<file path="src/design/spd_pkg.sv">
// Package for the scalar-over-pixel divide block: widths, register indexes and the scale reset value.
// No dependencies.
`timescale 1ns / 1ps
package spd_pkg;
   localparam int SCALE_BITS = 48;
   localparam int FRAC_BITS  = 16;
   localparam int IDX_BITS   = 2;
   localparam int ELEM_W     = 16;
   localparam logic [IDX_BITS-1:0] REG_SCALE       = 2'd0;
   localparam logic [IDX_BITS-1:0] REG_POLICY      = 2'd1;
   localparam logic [IDX_BITS-1:0] REG_ELEM_SIGNED = 2'd2;
   localparam logic [SCALE_BITS-1:0] SCALE_RESET   = 48'd65536;
endpackage

</file>
<file path="src/design/scalar_over_pixel_divide.sv">
// Top level of the scalar-over-pixel divide block: a pipelined restoring divider.
// Depends on spd_pkg.
`timescale 1ns / 1ps
// Usage: requests enter on req_ (tdata holds the element, tlast the image end
// flag) and results leave on rsp_ (tdata the quotient, tlast the copied flag).
// Each result is scale / element, where scale is a signed fixed-point value with
// sixteen fraction bits. Saturate mode rounds to nearest even and clamps to the
// element range; wrap mode truncates toward zero and keeps the low bits.
// The csr_ port writes scale (index 0), policy (1) and elem_signed (2); write it
// only while the pipeline is empty.
// Throughput is one request per clock while the receiver does not stall. There are
// 32 quotient bit stages plus one input and one output stage.
// The quotient has at most 32 significant bits (scale magnitude over 2^16 over
// an element of at least one), so one divider stage per quotient bit sets the
// depth; each stage is one subtract and compare on the 48-bit remainder.
// Reset clears all valid bits and restores the registers to scale 1.0,
// saturate mode and unsigned elements. When the receiver stalls, the whole
// pipeline holds: every stage advances only while the output is free or taken,
// so nothing is lost or repeated.
module scalar_over_pixel_divide #(
   parameter int ELEM_BITS = 16
) (
   input  logic clock,
   input  logic reset,
   input  logic req_tvalid,
   output logic req_tready,
   input  logic [15:0] req_tdata, // element[15:0]
   input  logic req_tlast,
   output logic rsp_tvalid,
   input  logic rsp_tready,
   output logic [15:0] rsp_tdata, // quotient[15:0]
   output logic rsp_tlast,
   input  logic csr_valid,
   output logic csr_ready,
   input  logic [spd_pkg::IDX_BITS-1:0] csr_index,
   input  logic [spd_pkg::SCALE_BITS-1:0] csr_data
);
   import spd_pkg::*;
   localparam int QB = 32;
   localparam int EW = ELEM_BITS;
   localparam int DW = SCALE_BITS;

   function automatic logic [EW+15:0] res_ext(input logic [EW-1:0] v);
      res_ext = (EW+16)'(v);
   endfunction

   logic [SCALE_BITS-1:0] scale_ff;
   logic policy_ff, esigned_ff;

   assign csr_ready = 1'b1;
   always_ff @(posedge clock) begin
      if (reset) begin
         scale_ff <= SCALE_RESET;
         policy_ff <= 1'b0;
         esigned_ff <= 1'b0;
      end else if (csr_valid) begin
         case (csr_index)
            REG_SCALE:       scale_ff <= csr_data;
            REG_POLICY:      policy_ff <= csr_data[0];
            REG_ELEM_SIGNED: esigned_ff <= csr_data[0];
            default: ;
         endcase
      end
   end

   logic adv;
   assign adv = !rsp_tvalid || rsp_tready;
   assign req_tready = adv;

   // Input stage: magnitudes and sign.
   logic [EW-1:0] x_raw;
   logic [EW-1:0] x_mag_in;
   logic x_neg, s_neg, zero_in;
   logic [DW-1:0] s_mag_in;
   always_comb begin
      x_raw = EW'(req_tdata);
      x_neg = esigned_ff && x_raw[EW-1];
      x_mag_in = x_neg ? (~x_raw + 1'b1) : x_raw;
      s_neg = scale_ff[DW-1];
      s_mag_in = s_neg ? (~scale_ff + 1'b1) : scale_ff;
      zero_in = (s_mag_in[DW-1:FRAC_BITS] == '0) || (x_mag_in == '0);
   end

   logic [QB:0] v_ff;
   logic [DW-1:0] rem_ff [QB+1];
   logic [EW-1:0] div_ff [QB+1];
   logic [QB-1:0] q_ff [QB+1];
   logic neg_ff [QB+1];
   logic zero_ff [QB+1];
   logic last_ff [QB+1];

   always_ff @(posedge clock) begin
      if (reset) v_ff <= '0;
      else if (adv) v_ff <= {v_ff[QB-1:0], req_tvalid};
   end

   always_ff @(posedge clock) begin
      if (adv) begin
         rem_ff[0] <= s_mag_in;
         div_ff[0] <= x_mag_in;
         q_ff[0] <= '0;
         neg_ff[0] <= s_neg ^ x_neg;
         zero_ff[0] <= zero_in;
         last_ff[0] <= req_tlast;
      end
   end

   // Stage k decides quotient bit QB-1-k against divisor << (FRAC_BITS + bit).
   for (genvar k = 0; k < QB; k++) begin : g_div
      localparam int SH = FRAC_BITS + QB - 1 - k;
      logic [DW+EW+QB:0] dsh;
      logic [DW+EW+QB:0] rw;
      logic take;
      assign dsh = (DW+EW+QB+1)'(div_ff[k]) << SH;
      assign rw = (DW+EW+QB+1)'(rem_ff[k]);
      assign take = rw >= dsh;
      always_ff @(posedge clock) begin
         if (adv) begin
            rem_ff[k+1] <= take ? DW'(rw - dsh) : rem_ff[k];
            q_ff[k+1] <= q_ff[k] | (QB'(take) << (QB - 1 - k));
            div_ff[k+1] <= div_ff[k];
            neg_ff[k+1] <= neg_ff[k];
            zero_ff[k+1] <= zero_ff[k];
            last_ff[k+1] <= last_ff[k];
         end
      end
   end

   // Output stage: round, clamp or wrap, apply sign, force the zero cases to zero.
   logic [DW+1:0] r2, dfull;
   logic [QB:0] qr, lim;
   logic [EW-1:0] res;
   logic [EW-1:0] qo_ff;
   logic lo_ff, vo_ff;
   always_comb begin
      r2 = {1'b0, rem_ff[QB], 1'b0};
      dfull = (DW+2)'(div_ff[QB]) << FRAC_BITS;
      qr = {1'b0, q_ff[QB]};
      if (r2 > dfull || (r2 == dfull && q_ff[QB][0])) qr = qr + 1'b1;
      if (neg_ff[QB]) lim = esigned_ff ? ((QB+1)'(1) << (EW-1)) : '0;
      else lim = esigned_ff ? (((QB+1)'(1) << (EW-1)) - 1'b1)
                            : (((QB+1)'(1) << EW) - 1'b1);
      if (policy_ff) qr = {1'b0, q_ff[QB]};
      else if (qr > lim) qr = lim;
      res = neg_ff[QB] ? EW'(~qr + 1'b1) : EW'(qr);
      if (zero_ff[QB]) res = '0;
   end
   always_ff @(posedge clock) begin
      if (reset) vo_ff <= 1'b0;
      else if (adv) vo_ff <= v_ff[QB];
   end
   always_ff @(posedge clock) begin
      if (adv) begin
         qo_ff <= res;
         lo_ff <= last_ff[QB];
      end
   end
   assign rsp_tvalid = vo_ff;
   assign rsp_tdata = 16'(res_ext(qo_ff));
   assign rsp_tlast = lo_ff;

`ifndef SYNTH
   a_hold: assert property (@(posedge clock) disable iff (reset)
      rsp_tvalid && !rsp_tready |=> rsp_tvalid && $stable(rsp_tdata))
      else $error("stalled result changed");
   a_ready: assert property (@(posedge clock) disable iff (reset)
      !rsp_tvalid |-> req_tready)
      else $error("empty output blocks input");
   a_zero: assert property (@(posedge clock) disable iff (reset)
      adv && v_ff[QB] && zero_ff[QB] |=> rsp_tdata == '0)
      else $error("zero case gave nonzero result");
`endif
endmodule

</file>
<file path="config.mk">
export PLATFORM = sky130hd
export DESIGN_NAME = scalar_over_pixel_divide
export DESIGN_NICKNAME = d
export VERILOG_FILES = /design/src/design/spd_pkg.sv /design/src/design/scalar_over_pixel_divide.sv
export SDC_FILE = /design/constraint.sdc
export NUM_CORES = 2
export LEC_CHECK = 0
export BUFFER_PORTS_ARGS = -buffer_cell sky130_fd_sc_hd__buf_2
export CAP_MARGIN = 10
export CORE_MARGIN = 2
export CORE_UTILIZATION = 65
export DETAILED_ROUTE_END_ITERATION = 7
export PLACE_DENSITY = 0.81
export SYNTH_ARGS = -nofsm -noshare
export SYNTH_HDL_FRONTEND = slang
export SYNTH_SLANG_ARGS = --single-unit
export TNS_END_PERCENT = 10
</file>
<file path="constraint.sdc">
create_clock -name clock -period 288.9 [get_ports clock]
set_input_delay 43.335 -clock clock [delete_from_list [all_inputs] [get_ports clock]]
set_output_delay 43.335 -clock clock [all_outputs]
set_load 0.02 [all_outputs]
</file>
==> run metrics <==
outcome finished, violations left; violated checks DRC; max cap viols 0; Via-to-Cell Ratio 6.216; post-synthesis simple-gate area fraction 9.020%; Final Cycle Share 30.40%; full die area 183400 um^2; Synth area leader edfxtp_1; Synth warnings 0; switching pwr 0.3298 mW; XOR/XNOR share of the synthesized area 3.241%; CP Capture Type output pin; cell with the most instances after synthesis edfxtp_1; Setup Viol. Count Final 0; Reg clk slew, reported paths 60 ps; CTS tree yes; largest family of logic cells by synthesized area simple AND/OR/NAND/NOR gates; hold_buf cts 0; FF/Latch Area 84440 um^2; PostCTS Resize Cnt 0; grt total ovfl 0; I/O pins 92; Die Y 428.3 um; Post-synth top cells edfxtp_1, inv_1, nand2_1, ha_1, a21oi_1; P&R area growth vs syn 10.57%; Inserted Clock Buffers 288; largest net degree at the start of global routing 211; clock sink count 2840; synthesized flop and latch total 2840; library cells used by synthesis 98; Hold WS 384.0 ps; die span in x 428.3 um; slew margin rel. 22.15%; post-synth top area share 70.73%; post-route ant nets 0; Adder-Cell Fraction of Synth Area 5.107%; clk_lat worst skew 930 ps; # DRC 1; GPL Wtd Cong 0.9285; top_reg_cell synth edfxtp_1; nature of the critical path startpoint input pin; Fillers 10420; Layout Skew 62.23 ps; setup TNS 0 ps; initial DRC count 7800; Pins Over Slew Limit 0; clock network power share 30.9%; syn nets 8453; compound-cell area share of the yosys netlist 6.615%; Int Power 0.8260 mW; Worst Hold Class flop to flop; layout cells sized above 1 8.628%; post-DP HPWL 162700 um; multi-input logic area 29750 um^2; H-Tree Depth 5; placed cell count 10300; critical path data arrival time 44500 ps; LEAKAGE 52.62 nW; Core ar. 178600 um^2; clock buffer depth 4; syn_area_per_cell 14.77 um^2; Worst Setup Path Type input pin to output pin; Sw Share 28.53%; routed vias 67120; first-pass GRT wire length 385000 um; number of synthesized flops with an enable pin 2756; Crit Path Max Fanout 100; Max VDD drop 0.006594 mV; Nets 8765; Critical Path RT 245570 ps; Worst-Margin Slew 1157 ps; Post-Syn Instances 7922; post-synthesis sequential area ratio 72.17%; Row Count 155; Post-Synthesis Cell Area 117000 um^2; WL per Instance 23.00 um; Initial Util 65.51%; fraction of registers with async set or reset after synthesis 0%; Max Clk Rate 11.38 MHz; initial antenna violation count 7; power density cells 8.934 nW/um^2; top cells by area in the synthesized netlist edfxtp_1, ha_1, inv_1, xnor2_1, nand2_1; PortBufs 90; Final Instance Count excl. Fillers 10800; Reg power frac 48.5%; clock root buffer clkbuf_16; RSZ-0062 raised after global routing no; Setup Buffers After CTS 0; Logic pwr share 20.6%; TritonRoute pass-1 iters 8; Fin. Hold Viols 0; GRT Overall Usage 27.04%; mux contribution to synthesized area 1.365%; routed wire length 248400 um; vias in the first global route 67640; minimum clock period 87840 ps
==> worst max-delay path, cell delays in order <==
cell	delay, ps
buf_2	80
nor2b_2	30
buf_4	240
inv_8	510
buf_2	290
==> placed cells by master, fill, tap and decap left out, drive strengths merged, types with 116 or more instances in the layout <==
master	instances
xor2	176
edfxtp	2756
nand4	133
mux2	116
nor2	355
o21ai	334
nand2	589
buf	139
xnor2	257
a21oi	376
nor3	122
ha	428
nor4	301
a21o	135
clkbuf	359
inv	666
==> flip-flops by register name, summed over array words and instances, names as in the netlist, 33 cells and up <==
name / flops
neg_ff: 33
v_ff: 33
rem_ff: 1584
q_ff: 528
scale_ff: 48
zero_ff: 33
last_ff: 33
div_ff: 528
==> per-stage QoR <==
step | total power, mW | instance area, um^2 | setup slack (ps) | utilization, %
2_1_floorplan | 0.7249 | 117000 | 127530 | -
3_3_place_gp | 0.7831 | 120500 | 201040 | 67.44
3_5_place_dp | 0.7957 | 120500 | 201020 | 67.44
4_1_cts | 1.157 | 129300 | 201020 | 72.41
5_1_grt | 1.205 | 129400 | 200930 | 72.43
6_report | 1.156 | 129400 | 201060 | 72.43
==> layout make-up <==
cell class / instances / area share (%)
sequential: 2840 / 65.27
tap: 2355 / 2.278
timing repair buffer: 140 / 0.6925
clock buffer: 358 / 5.959
multi-input combinational: 4312 / 23.00
antenna: 4 / 0.007737
inverter: 652 / 1.898
clock inverter: 136 / 0.8966
==> layer usage <==
| metal | part of all wire (%) | wire, um | global-route usage [%] |
|---|---|---|---|
| met5 | 0.0081 | 20 | 0 |
| met4 | 4.3 | 10580 | 11.06 |
| met3 | 6.3 | 15770 | 4.161 |
| met2 | 52 | 129200 | 47.96 |
| met1 | 37 | 92750 | 33.26 |
==> logic make-up after synthesis <==
family | Yosys count
flops | 2840
simple gates | 2036
compound gates | 1238
buf+inv | 770
fa+ha+maj | 459
xor+xnor | 433
mux | 145
other cells | 1
==> power by group through the flow <==
| stage | Sequential [mW] | Combinational (mW) | Clock [mW] |
|---|---|---|---|
| after global routing | 0.566 | 0.263 | 0.376 |
| final | 0.561 | 0.238 | 0.357 |
| after global placement | 0.564 | 0.219 | 0 |
| after CTS | 0.560 | 0.235 | 0.361 |
| after detailed placement | 0.566 | 0.229 | 0 |
| after floorplan | 0.550 | 0.175 | 0 |
==> final timing paths <==
path                      start  slack, ps       endpoint  depth (start not counted)
setup / recovery     rsp_tready     201060     req_tready                          5
hold / removal      zero_ff[12]        380    zero_ff[13]                          0
setup reg to reg  rem_ff[1][29]     280850  rsp_tdata[12]                         26
hold reg to reg     zero_ff[12]        380    zero_ff[13]                          0
(Power assumes the default switching activity.)
